--- src/hdl/flp49_pkg.sv ---
`default_nettype none

package flp49_pkg;

   // Fixed field widths of the ports
   localparam int IN_BITS  = 12;
   localparam int OUT_BITS = 14;

   // Output limits, as magnitudes
   localparam int OUT_POS_LIMIT = 8191;
   localparam int OUT_NEG_LIMIT = 8192;

   // Sample bits consumed per cycle by the serial multiplier
   localparam int DIGIT_BITS = 4;

   // Low-pass design, fs 100 Hz, fc 10 Hz, Kaiser window, Q1.15
   localparam int DESIGN_TAPS = 49;
   localparam logic signed [15:0] COEF_Q15 [DESIGN_TAPS] = '{
      16'sd255,   16'sd431,   16'sd451,   16'sd292,   16'sd0,
      -16'sd323,  -16'sd551,  -16'sd584,  -16'sd383,  16'sd0,
      16'sd438,   16'sd763,   16'sd827,   16'sd557,   16'sd0,
      -16'sd681,  -16'sd1240, -16'sd1417, -16'sd1022, 16'sd0,
      16'sd1533,  16'sd3307,  16'sd4960,  16'sd6131,  16'sd6554,
      16'sd6131,  16'sd4960,  16'sd3307,  16'sd1533,  16'sd0,
      -16'sd1022, -16'sd1417, -16'sd1240, -16'sd681,  16'sd0,
      16'sd557,   16'sd827,   16'sd763,   16'sd438,   16'sd0,
      -16'sd383,  -16'sd584,  -16'sd551,  -16'sd323,  16'sd0,
      16'sd292,   16'sd451,   16'sd431,   16'sd255
   };

   // Delay line control
   typedef struct packed {
      logic start;    // point the read side at the sample one step old
      logic advance;  // step the read side one sample further back
      logic push;     // write the newest sample, retire the oldest
   } dl_ctl_type;

   // Serial multiply-accumulate control
   typedef struct packed {
      logic clear;    // zero accumulator and product
      logic load;     // take a new sample and coefficient
      logic step;     // consume one digit of the sample
      logic add;      // fold the finished product into the accumulator
   } mac_ctl_type;

   // Coefficient of one tap with frac fraction bits; zero beyond the design
   function automatic logic signed [31:0] tap_coef(input int idx, input int frac);
      logic signed [31:0] v;
      logic        [31:0] mag;
      int                 s;
      v   = 32'sd0;
      mag = 32'd0;
      s   = 0;
      if ((idx >= 0) && (idx < DESIGN_TAPS)) begin
         v = 32'(COEF_Q15[idx]);
         if (frac >= 15) begin
            v = v <<< (frac - 15);
         end else begin
            s   = 15 - frac;
            mag = (v < 0) ? 32'(-v) : 32'(v);
            mag = (mag + (32'd1 << (s - 1))) >> s;
            v   = (v < 0) ? -$signed(mag) : $signed(mag);
         end
      end
      return v;
   endfunction

endpackage

`default_nettype wire

--- src/hdl/flp49_delay_line.sv ---
`default_nettype none

module flp49_delay_line #(
   parameter int DEPTH       = 48,
   parameter int SAMPLE_BITS = 12,
   parameter int AGE_BITS    = 6
) (
   input  wire logic                     clock,
   input  wire logic                     reset,
   input  wire flp49_pkg::dl_ctl_type    ctl,
   input  wire logic [AGE_BITS-1:0]      age,
   input  wire logic [SAMPLE_BITS-1:0]   push_data,
   output logic      [SAMPLE_BITS-1:0]   rd_sample
);

   localparam int PTR_BITS = (DEPTH > 1) ? $clog2(DEPTH) : 1;
   localparam logic [PTR_BITS-1:0] LAST_PTR = PTR_BITS'(DEPTH - 1);
   localparam logic [AGE_BITS-1:0] FULL     = AGE_BITS'(DEPTH);

   logic [SAMPLE_BITS-1:0] mem_ff [DEPTH];
   logic [SAMPLE_BITS-1:0] rd_data_ff;
   logic                   rd_valid_ff;
   logic [PTR_BITS-1:0]    wr_ptr_ff, wr_ptr_in;
   logic [PTR_BITS-1:0]    rd_ptr_ff, rd_ptr_in;
   logic [AGE_BITS-1:0]    fill_ff, fill_in;

   // Sample memory: one write, one registered read
   always_ff @(posedge clock) begin
      if (ctl.push) begin
         mem_ff[wr_ptr_ff] <= push_data;
      end
      rd_data_ff  <= mem_ff[rd_ptr_ff];
      rd_valid_ff <= (age <= fill_ff);
   end

   always_comb begin
      wr_ptr_in = wr_ptr_ff;
      rd_ptr_in = rd_ptr_ff;
      fill_in   = fill_ff;
      if (ctl.start) begin
         rd_ptr_in = (wr_ptr_ff == '0) ? LAST_PTR : wr_ptr_ff - 1'b1;
      end else if (ctl.advance) begin
         rd_ptr_in = (rd_ptr_ff == '0) ? LAST_PTR : rd_ptr_ff - 1'b1;
      end
      if (ctl.push) begin
         wr_ptr_in = (wr_ptr_ff == LAST_PTR) ? '0 : wr_ptr_ff + 1'b1;
         // Entries never written read as zero until the line has filled
         if (fill_ff != FULL) begin
            fill_in = fill_ff + 1'b1;
         end
      end
   end

   always_ff @(posedge clock) begin
      if (reset) begin
         wr_ptr_ff <= '0;
         rd_ptr_ff <= '0;
         fill_ff   <= '0;
      end else begin
         wr_ptr_ff <= wr_ptr_in;
         rd_ptr_ff <= rd_ptr_in;
         fill_ff   <= fill_in;
      end
   end

   assign rd_sample = rd_valid_ff ? rd_data_ff : '0;

endmodule

`default_nettype wire

--- src/hdl/flp49_serial_mac.sv ---
`default_nettype none

module flp49_serial_mac #(
   parameter int SAMPLE_BITS = 12,
   parameter int COEF_BITS   = 16,
   parameter int ACC_BITS    = 40
) (
   input  wire logic                          clock,
   input  wire flp49_pkg::mac_ctl_type        ctl,
   input  wire logic        [SAMPLE_BITS-1:0] sample,
   input  wire logic signed [COEF_BITS-1:0]   coef,
   output logic signed      [ACC_BITS-1:0]    acc
);

   localparam int DIGIT_BITS  = flp49_pkg::DIGIT_BITS;
   localparam int DIGIT_COUNT = (SAMPLE_BITS + DIGIT_BITS - 1) / DIGIT_BITS;
   localparam int SR_BITS     = DIGIT_COUNT * DIGIT_BITS;
   localparam int PROD_BITS   = SR_BITS + COEF_BITS;

   logic        [SR_BITS-1:0]            sr_ff, sr_in;
   logic signed [COEF_BITS-1:0]          coef_ff, coef_in;
   logic signed [PROD_BITS-1:0]          prod_ff, prod_in;
   logic signed [ACC_BITS-1:0]           acc_ff, acc_in;
   logic        [DIGIT_BITS-1:0]         digit;
   logic signed [COEF_BITS+DIGIT_BITS:0] term;

   // Most significant digit first: product = product * 2^DIGIT_BITS + coef * digit
   assign digit = sr_ff[SR_BITS-1 -: DIGIT_BITS];
   assign term  = $signed({1'b0, digit}) * coef_ff;

   always_comb begin
      sr_in   = sr_ff;
      coef_in = coef_ff;
      prod_in = prod_ff;
      acc_in  = acc_ff;
      if (ctl.clear) begin
         prod_in = '0;
         acc_in  = '0;
      end
      if (ctl.load) begin
         sr_in   = SR_BITS'(sample);
         coef_in = coef;
         prod_in = '0;
      end
      if (ctl.step) begin
         sr_in   = sr_ff << DIGIT_BITS;
         prod_in = (prod_ff <<< DIGIT_BITS) + PROD_BITS'(term);
      end
      if (ctl.add) begin
         acc_in = acc_ff + ACC_BITS'(prod_ff);
      end
   end

   always_ff @(posedge clock) begin
      sr_ff   <= sr_in;
      coef_ff <= coef_in;
      prod_ff <= prod_in;
      acc_ff  <= acc_in;
   end

   assign acc = acc_ff;

endmodule

`default_nettype wire

--- src/hdl/fir_lowpass_49tap.sv ---
`default_nettype none

// Channel   Ports                          Width  Meaning
// req       req_valid/req_ready            12     req_sample_mv, unsigned millivolts
// rsp       rsp_valid/rsp_ready            14     rsp_filtered_mv, two's complement mV
//
// The serial multiplier, which eats four sample bits per cycle and is shared by
// all taps in turn, sets the time from transfer to result; a new transfer is
// taken the cycle after the result is loaded, so the block takes no new sample
// while one is still being filtered.
// Reset clears control state only; the delay line uses a fill count, so
// unwritten entries read as zero with no clearing pass.
// A stalled rsp channel holds the finished item in DONE; a new req transfer is
// taken while an earlier result still waits in the output register.

module fir_lowpass_49tap #(
   parameter int TAP_COUNT      = 49,
   parameter int SAMPLE_BITS    = 12,
   parameter int COEF_FRAC_BITS = 15
) (
   input  wire logic                                 clock,
   input  wire logic                                 reset,
   input  wire logic                                 req_valid,
   output logic                                      req_ready,
   input  wire logic        [flp49_pkg::IN_BITS-1:0] req_sample_mv,
   output logic                                      rsp_valid,
   input  wire logic                                 rsp_ready,
   output logic signed     [flp49_pkg::OUT_BITS-1:0] rsp_filtered_mv
);

   localparam int DIGIT_BITS  = flp49_pkg::DIGIT_BITS;
   localparam int DIGIT_COUNT = (SAMPLE_BITS + DIGIT_BITS - 1) / DIGIT_BITS;
   localparam int DIG_CNT_BITS = (DIGIT_COUNT > 1) ? $clog2(DIGIT_COUNT) : 1;
   localparam int SR_BITS     = DIGIT_COUNT * DIGIT_BITS;
   localparam int COEF_BITS   = (COEF_FRAC_BITS >= 15) ? COEF_FRAC_BITS + 1 : 16;
   localparam int TAP_BITS    = $clog2(TAP_COUNT);
   localparam int ACC_BITS    = SR_BITS + COEF_BITS + TAP_BITS;
   localparam int CMP_BITS    = (ACC_BITS > 16) ? ACC_BITS : 16;
   localparam int MAG_BITS    = flp49_pkg::OUT_BITS + 1;
   localparam int OUT_BITS    = flp49_pkg::OUT_BITS;

   localparam logic [TAP_BITS-1:0]     LAST_TAP   = TAP_BITS'(TAP_COUNT - 1);
   localparam logic [DIG_CNT_BITS-1:0] LAST_DIGIT = DIG_CNT_BITS'(DIGIT_COUNT - 1);
   localparam logic [CMP_BITS-1:0]     POS_LIMIT  = CMP_BITS'(flp49_pkg::OUT_POS_LIMIT);
   localparam logic [CMP_BITS-1:0]     NEG_LIMIT  = CMP_BITS'(flp49_pkg::OUT_NEG_LIMIT);

   typedef enum logic [6:0] {
      ST_IDLE  = 7'b0000001,
      ST_READ  = 7'b0000010,
      ST_LOAD  = 7'b0000100,
      ST_MULT  = 7'b0001000,
      ST_SUM   = 7'b0010000,
      ST_ROUND = 7'b0100000,
      ST_DONE  = 7'b1000000
   } state_type;

   state_type                   state_ff, state_in;
   logic [TAP_BITS-1:0]         tap_ff, tap_in;
   logic [DIG_CNT_BITS-1:0]     digit_ff, digit_in;
   logic [SAMPLE_BITS-1:0]      newest_ff, newest_in;
   logic                        neg_ff, neg_in;
   logic [MAG_BITS-1:0]         mag_ff, mag_in;
   logic                        rsp_valid_ff, rsp_valid_in;
   logic [OUT_BITS-1:0]         rsp_data_ff, rsp_data_in;

   flp49_pkg::dl_ctl_type       dl_ctl;
   flp49_pkg::mac_ctl_type      mac_ctl;
   logic [SAMPLE_BITS-1:0]      dl_sample;
   logic [SAMPLE_BITS-1:0]      load_sample;
   logic signed [COEF_BITS-1:0] coef_sel;
   logic signed [ACC_BITS-1:0]  acc;
   logic [ACC_BITS-1:0]         acc_abs;
   logic [CMP_BITS-1:0]         acc_int;
   logic                        req_xfer;
   logic                        out_free;

   // Past samples, oldest retired on each push
   flp49_delay_line #(
      .DEPTH       (TAP_COUNT - 1),
      .SAMPLE_BITS (SAMPLE_BITS),
      .AGE_BITS    (TAP_BITS)
   ) u_delay_line (
      .clock     (clock),
      .reset     (reset),
      .ctl       (dl_ctl),
      .age       (tap_ff),
      .push_data (newest_ff),
      .rd_sample (dl_sample)
   );

   // Shared digit-serial multiply-accumulate
   flp49_serial_mac #(
      .SAMPLE_BITS (SAMPLE_BITS),
      .COEF_BITS   (COEF_BITS),
      .ACC_BITS    (ACC_BITS)
   ) u_serial_mac (
      .clock  (clock),
      .ctl    (mac_ctl),
      .sample (load_sample),
      .coef   (coef_sel),
      .acc    (acc)
   );

   assign req_ready = (state_ff == ST_IDLE);
   assign req_xfer  = req_valid && req_ready;
   assign out_free  = !rsp_valid_ff || rsp_ready;

   // Tap 0 is the newest sample; the rest come out of the delay line
   assign load_sample = (tap_ff == '0) ? newest_ff : dl_sample;
   assign coef_sel    = COEF_BITS'(flp49_pkg::tap_coef(int'(tap_ff), COEF_FRAC_BITS));

   // Drop the fraction bits toward zero: shift the magnitude, keep the sign apart
   assign acc_abs = acc[ACC_BITS-1] ? ACC_BITS'(-acc) : ACC_BITS'(acc);
   assign acc_int = CMP_BITS'(acc_abs >> COEF_FRAC_BITS);

   always_comb begin
      state_in     = state_ff;
      tap_in       = tap_ff;
      digit_in     = digit_ff;
      newest_in    = newest_ff;
      neg_in       = neg_ff;
      mag_in       = mag_ff;
      rsp_valid_in = rsp_valid_ff;
      rsp_data_in  = rsp_data_ff;
      dl_ctl       = '0;
      mac_ctl      = '0;

      // Drop the held result once the rsp transfer completes
      if (rsp_valid_ff && rsp_ready) begin
         rsp_valid_in = 1'b0;
      end

      case (state_ff)
         ST_IDLE: begin
            if (req_xfer) begin
               newest_in     = SAMPLE_BITS'(req_sample_mv);
               tap_in        = '0;
               mac_ctl.clear = 1'b1;
               dl_ctl.start  = 1'b1;
               state_in      = ST_READ;
            end
         end
         ST_READ: begin
            // Fold the previous tap's product while the memory read runs
            mac_ctl.add    = 1'b1;
            dl_ctl.advance = (tap_ff != '0);
            state_in       = ST_LOAD;
         end
         ST_LOAD: begin
            mac_ctl.load = 1'b1;
            digit_in     = '0;
            state_in     = ST_MULT;
         end
         ST_MULT: begin
            mac_ctl.step = 1'b1;
            digit_in     = digit_ff + 1'b1;
            if (digit_ff == LAST_DIGIT) begin
               if (tap_ff == LAST_TAP) begin
                  state_in = ST_SUM;
               end else begin
                  tap_in   = tap_ff + 1'b1;
                  state_in = ST_READ;
               end
            end
         end
         ST_SUM: begin
            mac_ctl.add = 1'b1;
            dl_ctl.push = 1'b1;
            state_in    = ST_ROUND;
         end
         ST_ROUND: begin
            // Saturate the magnitude to the 14-bit range for its sign
            neg_in = acc[ACC_BITS-1];
            if (acc[ACC_BITS-1]) begin
               mag_in = (acc_int > NEG_LIMIT) ? MAG_BITS'(NEG_LIMIT) : MAG_BITS'(acc_int);
            end else begin
               mag_in = (acc_int > POS_LIMIT) ? MAG_BITS'(POS_LIMIT) : MAG_BITS'(acc_int);
            end
            state_in = ST_DONE;
         end
         ST_DONE: begin
            // Hold here while the output register still carries an untaken result
            if (out_free) begin
               rsp_data_in  = neg_ff ? OUT_BITS'(-mag_ff) : OUT_BITS'(mag_ff);
               rsp_valid_in = 1'b1;
               state_in     = ST_IDLE;
            end
         end
         default: begin
            state_in = ST_IDLE;
         end
      endcase
   end

   always_ff @(posedge clock) begin
      if (reset) begin
         state_ff     <= ST_IDLE;
         tap_ff       <= '0;
         digit_ff     <= '0;
         rsp_valid_ff <= 1'b0;
      end else begin
         state_ff     <= state_in;
         tap_ff       <= tap_in;
         digit_ff     <= digit_in;
         rsp_valid_ff <= rsp_valid_in;
      end
   end

   always_ff @(posedge clock) begin
      newest_ff   <= newest_in;
      neg_ff      <= neg_in;
      mag_ff      <= mag_in;
      rsp_data_ff <= rsp_data_in;
   end

   assign rsp_valid       = rsp_valid_ff;
   assign rsp_filtered_mv = $signed(rsp_data_ff);

`ifndef NO_ASSERTIONS
   // A req transfer starts the tap sweep at tap 0
   a_start_sweep: assert property (@(posedge clock) disable iff (reset)
      req_xfer |=> (state_ff == ST_READ) && (tap_ff == '0))
      else $error("tap sweep did not start after req transfer");

   // The final sum follows the last digit of the last tap
   a_sum_after_last_tap: assert property (@(posedge clock) disable iff (reset)
      (state_ff == ST_SUM) |-> ($past(state_ff) == ST_MULT) && ($past(tap_ff) == LAST_TAP)
         && ($past(digit_ff) == LAST_DIGIT))
      else $error("final sum reached before all taps were done");

   // The output register fills only from the finishing state
   a_result_source: assert property (@(posedge clock) disable iff (reset)
      (rsp_valid_ff && !$past(rsp_valid_ff)) |-> ($past(state_ff) == ST_DONE))
      else $error("result raised outside the finishing state");
`endif

endmodule

`default_nettype wire
--- config.mk ---
export PLATFORM = sky130hd
export DESIGN_NAME = fir_lowpass_49tap
export DESIGN_NICKNAME = d
export VERILOG_FILES = /design/src/hdl/flp49_pkg.sv /design/src/hdl/flp49_delay_line.sv /design/src/hdl/flp49_serial_mac.sv /design/src/hdl/fir_lowpass_49tap.sv
export SDC_FILE = /design/constraint.sdc
export NUM_CORES = 1
export LEC_CHECK = 0
export BUFFER_PORTS_ARGS = -buffer_cell sky130_fd_sc_hd__buf_2
export CORE_ASPECT_RATIO = 2
export CORE_MARGIN = 2
export CORE_UTILIZATION = 55
export CTS_BUF_LIST = sky130_fd_sc_hd__clkbuf_8
export CTS_CLUSTER_SIZE = 40
export DETAILED_ROUTE_END_ITERATION = 6
export PLACE_DENSITY = 0.78
export SLEW_MARGIN = 20
export SYNTH_ARGS = -nofsm -noshare
export SYNTH_HDL_FRONTEND = slang
export SYNTH_SLANG_ARGS = --single-unit
--- constraint.sdc ---
create_clock -name clock -period 5.3 [get_ports clock]
set_input_delay 0.53 -clock clock [delete_from_list [all_inputs] [get_ports clock]]
set_output_delay 0.53 -clock clock [all_outputs]
set_load 0.02 [all_outputs]
-- Word level (Yosys, flattened, before mapping)
Memory sizes are Yosys's and may differ from the RTL's. A register that Yosys moved wholly into a read port is not among the register bits.
Index checks and enable logic that the tools add are counted.
- add/sub/neg operators: 10
- multiply operators: 1
- order comparisons: 4
- equality and inequality tests: 15
- muxes and demuxes: 41
- bitwise operators: 1
- reduce and logical (&&, ||, !) cells: 21
- operators with widths (cell ; number):
    2-to-1 mux 34 bit ; 3
    2-to-1 mux 28 bit ; 3
    2-to-1 mux 14 bit ; 4
    case mux 7 bit (7 select lines) ; 1
    2-to-1 mux 12 bit ; 4
    2-to-1 mux 6 bit ; 8
    adder 34 x 28 -> 34 bit ; 1
    negation 34 bit ; 1
    inverter 6 -> 32 bit ; 1
    adder 28 x 21 -> 28 bit ; 1
    multiplier 5 x 16 -> 21 bit ; 1
    2-to-1 mux 7 bit ; 3
    greater-than comparator 19 x 13 -> 1 bit (second input constant) ; 1
    greater-than comparator 19 x 14 -> 1 bit (second input constant) ; 1
    adder 6 x 1 -> 6 bit (second input constant) ; 3
    zero test 6 bit ; 3
    negation 14 bit ; 1
    equality test 6 bit (second input constant) ; 2
    2-to-1 mux 1 bit ; 12
    case mux 6 bit (2 select lines) ; 1
    subtractor 6 x 1 -> 6 bit (second input constant) ; 2
    nonzero test 2 bit ; 5
    equality test 7 x 1 -> 1 bit (second input constant) ; 1
    equality test 7 x 2 -> 1 bit (second input constant) ; 1
    other kinds (23) ; 29
- register bits: 150
- RAM bits: 576
- bits in read-only memories: 1024
- output and inout port bits: 16
- logic and storage cells: 111
- memories: 2
- memories (memory ; words ; bits a word ; read ports ; clocked after memory_dff ; wr ports ; line ; source):
    (no name shown) ; 64 ; 16 ; 1 ; 1 ; 0 ; flp49_pkg.sv:55 ; v = 32'(COEF_Q15[idx]);
    u_delay_line.mem_ff ; 48 ; 12 ; 1 ; 1 ; 1 ; flp49_delay_line.sv:20 ; logic [SAMPLE_BITS-1:0] mem_ff [DEPTH];

-- Longest topological paths before layout
- word-level depth: 7
- mapped depth: 18

-- Cells and area by module
A second synthesis with hierarchy kept.
- cells, all modules: 2645
- area total of the unflattened synthesis: 37352.1 µm²
- by module, submodules not included (module ; instances ; cells each ; area each (µm²) ; sequential area each (µm²)):
    flp49_delay_line ; 1 ; 1160 ; 23812.8 ; 17917.2
    flp49_serial_mac ; 1 ; 948 ; 9042.4 ; 2662.6
    fir_lowpass_49tap ; 1 ; 537 ; 4496.8 ; 1551.5

-- Worst setup path after synthesis
No wires, ideal clock.
- path type: register to register
- from: register u_serial_mac.sr_ff[9]
- to: register u_serial_mac.prod_ff[24] (data pin)
- arrival time: 4323 ps
- data required time: 5034 ps
- slack: 711 ps
- stages on the path, launching flop included: 18
- buffers on the path: 0
- clock period less this slack: 4589 ps
- cell sequence: edfxtp_1 > and2_1 > inv_1 > fa_1 > inv_1 > fa_1 > inv_1 > fa_1 > inv_1 > ha_1 > nand3_1 > nor2_1 > and4_1 > o31ai_1 > a21oi_1 > o41ai_1 > xor2_1 > nor2_1
- cells in the longest elaborated chain, start to end: 3
- ends and longest elaborated chain (item ; line ; source):
    from (decl) ; flp49_serial_mac.sv:20 ; logic [SR_BITS-1:0] sr_ff, sr_in;
    from (signal assigned) ; flp49_serial_mac.sv:55 ; sr_ff <= sr_in;
    multiplier 5 x 16 -> 21 bit ; flp49_serial_mac.sv:29 ; assign term = $signed({1'b0, digit}) * coef_ff;
    adder 28 x 21 -> 28 bit ; flp49_serial_mac.sv:47 ; prod_in = (prod_ff <<< DIGIT_BITS) + PROD_BITS'(term);
    2-to-1 mux 28 bit ; flp49_serial_mac.sv:45 ; if (ctl.step) begin
    to (signal assigned) ; flp49_serial_mac.sv:57 ; prod_ff <= prod_in;
    to (decl) ; flp49_serial_mac.sv:22 ; logic signed [PROD_BITS-1:0] prod_ff, prod_in;
Every way passes these cells.
A chain may end at the register's enable or synchronous reset.

-- Worst setup path after layout
- from: register u_serial_mac.sr_ff[9]
- to: register u_serial_mac.prod_ff[22] (data pin)
Same word-level chain as after synthesis.

==> results.ini <==
[setup_path]
crit_fanout=10
crit_slowest_cell=fa_1
cp_data_arrival_time_ns=5.38
crit_chain=and2_1 > inv_1 > fa_1 > inv_1 > fa_1 > inv_1 > fa_1 > inv_1 > ha_1 > nand3_1 > nor2_1 > and4_1 > o31ai_1 > a21oi_1 > o21ai_0 > nor3b_1 > nor3_1
startpoint_type=flop
critPathCaptureType=flop
worst_path_most_repeated_cell=inv_1
worstSetupPathType=reg -> reg
ff2ff_path_depth=17
max_stage_delay_ns=0.59
cp.required_ns=5.75

[sta]
period_share=0.9296
setup_viol=0
fmax_ghz=0.2030
fin_skew_ns=0.05343
period_minus_slack_ns=4.927
maxSlewViolCount=0
hold-worst-slack_ns=0.1740
finalHoldViolations=0
relSlewSlack=0.2751
tightestPinTransition_ns=1.083

[pwr]
power.switching_mw=5.274
p_total_mw=16.52
internal_power_mw=11.25
p_comb_frac=0.279
power.density_nw_per_um2=419.0
pwr-share-clk=0.268
leakage_nw=13.67
swShare=0.3192
vdd_drop_max_v=0.0002467
power_frac_seq=0.453

[flow_run]
drv_cap=0

[run_status]
status=complete, no violations

[detailed_routing]
drc=0
via_per_inst=6.051
final_antenna_net_count=0
wl_per_cell_um=23.83
first_pass_iters=5
initialDrtViolationCount=1395
wl_um=82950
vias=21063

[floorplan]
fp-row-count=132
dieHeight_um=365.6
die_w_um=184.8
io-pin-count=32
dieArea_um2=67580
coreArea_um2=64740
start_util=0.5555

[synthesis]
synth_compound_area_frac=0.06234
synthSimpleGateAreaFrac=0.07967
synth-xor-area-share=0.02140
synthMuxAreaShare=0.1187
synth_edf_count=701
synthAdderAreaFrac=0.07417
ys_top_cells_by_area=edfxtp_1 59%, mux4_2 11%, ha_1 4.0%
synth.top_cell.area_share=0.5853
ys_ff_latch=752
yosys.area.top_type=edfxtp_1
synth_commonest_cells=701 x edfxtp_1, 213 x nor2_1, 181 x mux4_2
synth_nets=2640
ys_seq_area_frac=0.6137
synthFlopType=edfxtp_1
synth_top_family_by_area=multiplexers
yosysMostFrequentCell=edfxtp_1
ys_types=75
ys_warn_count=0
syn-mean-instance-area_um2=14.69
async_reset_ff_frac=0
synthCells=2448
syn-cell-area_um2=35970

[clock_network]
clockBufferDepth=3
cts_tree=yes
cts.sinks=752
numCtsBuffers=101
clkTransAtPathRegs_ns=0.07
cts_resized=0
root_buffer=clkbuf_8
cts_htree_levels=3
worstSkewPairLatency_ns=0.76

[cells_and_area]
nFillCells=4773
area_delta_synth_final_pct=9.626
seqCellArea_um2=22080
fin_cells=3481
multiInputGateArea_um2=12890
drive_gt1_frac=0.1771
stdcell_area_um2=39430
utilization=0.6090
fin_nets=2721

[placed_design]
io_buffer_count=31
dpl.hpwl_um=57090
dp.cells=3282
dpl_cell_area_um2=37210
gp_congestion=0.9278

[global_route]
grt_max_degree=101
overflow=0
grt_antenna_before_repair=2
track_usage=0.2514
first_global_vias=22130
grt_pass1_wl_um=125600

[min_path]
whs_path_depth=4
hp-class=in -> reg

[metrics by stage]
step / setup TNS (ns) / worst slack [ns]
after floorplan: 0 / 0.7107
after global placement: 0 / 0.4084
after detailed placement: 0 / 0.3476
after CTS: 0 / 0.3499
after global routing: -0.001022 / -0.001022
final: 0 / 0.3729
[worst max-delay path: cells and delay by family, from the launching register on]
family,cells,cell delay [ns]
buf+inv,4,0.38
simple gates,6,0.96
flops,1,0.57
compound gates,3,0.80
fa+ha+maj,4,1.96
[power groups by stage]
stage	Combinational, mW	Clock (mW)	Sequential, mW
finish	4.62	4.43	7.48
global route	5.02	4.74	7.52
detailed placement	4.59	0	7.60
CTS	4.63	4.52	7.47
global placement	4.44	0	7.58
floorplan	3.25	0	7.50
[state kept, by name, summed over array words and instances (netlist names), 2 cells and up]
| signal | count |
|---|---|
| u_serial_mac.acc | 34 |
| u_serial_mac.coef_ff | 14 |
| u_delay_line.rd_ptr_ff | 6 |
| u_delay_line.rd_data_ff | 12 |
| rsp_filtered_mv | 14 |
| u_delay_line.wr_ptr_ff | 6 |
| state_ff | 7 |
| tap_ff | 6 |
| u_serial_mac.prod_ff | 28 |
| u_delay_line.fill_ff | 6 |
| u_serial_mac.sr_ff | 12 |
| newest_ff | 12 |
| digit_ff | 2 |
| u_delay_line.mem_ff | 576 |
| mag_ff | 14 |
[cell type report]
class                   count  share of cell area
repair buffers             94             0.01764
multi-input cells        1410              0.3271
diodes                      1          0.00006347
flip-flops and latches    752              0.5600
well taps                 871             0.02764
clock inverters            80             0.01542
inverters                 170             0.01618
clock buffers             103             0.03595
[worst paths after layout]
kind	start	to	slack, ns
max	u_serial_mac.sr_ff[9]$_DFFE_PP_	u_serial_mac.prod_ff[22]$_SDFFCE_PN0P_	0.37
min	req_valid	state_ff[0]$_SDFFE_PP1P_	0.17
min reg2reg	u_serial_mac.sr_ff[2]$_SDFFE_PP0P_	u_serial_mac.sr_ff[2]$_SDFFE_PP0P_	0.49
max reg2reg	u_serial_mac.sr_ff[9]$_DFFE_PP_	u_serial_mac.prod_ff[22]$_SDFFCE_PN0P_	0.37
[cells in the final DEF, fill, tap and decap left out, types with 21 or more instances in the layout]
cell | synthesis | routed
a21oi_1 | 96 | 96
clkbuf_8 | 0 | 103
nand2b_1 | 21 | 21
a21o_1 | 22 | 22
o21ai_0 | 98 | 98
inv_1 | 169 | 198
nor2_2 | 0 | 28
fa_1 | 62 | 62
mux4_2 | 181 | 181
and3_1 | 29 | 29
ha_1 | 114 | 114
buf_4 | 0 | 48
and2_1 | 44 | 44
xnor2_1 | 46 | 46
buf_2 | 1 | 31
nand3_1 | 40 | 40
edfxtp_1 | 701 | 701
nor3_1 | 40 | 40
xor2_1 | 40 | 40
nor2_1 | 213 | 185
nand2_1 | 130 | 130
dfxtp_1 | 51 | 47
[metal layers]
metal	track usage	wire (um)
met4	0.1835	6327
met1	0.2523	26990
met5	0	11
met3	0.03857	4129
met2	0.4648	45480
[repair_timing]
| item | 4_1_cts | 5_1_grt |
|---|---|---|
| setup endpoints to repair | 0 | 4 |
| buffers inserted | 0 | 3 |
| hold endpoints to repair | 12 | 0 |
| hold buffers | 12 | 0 |
[logic make-up (layout without fill, tap and decap cells)]
| family | count (synthesis) | in the layout |
|---|---|---|
| DFF | 752 | 752 |
| and+or+nand+nor | 598 | 598 |
| AOI/OAI and AO/OA | 349 | 349 |
| buffers and inverters | 286 | 447 |
| muxes | 200 | 200 |
| adders and majority gates | 176 | 176 |
| xor gates and xnor gates | 87 | 87 |
| other | 0 | 1 |
Note: power is estimated with default switching activity, not from simulation.
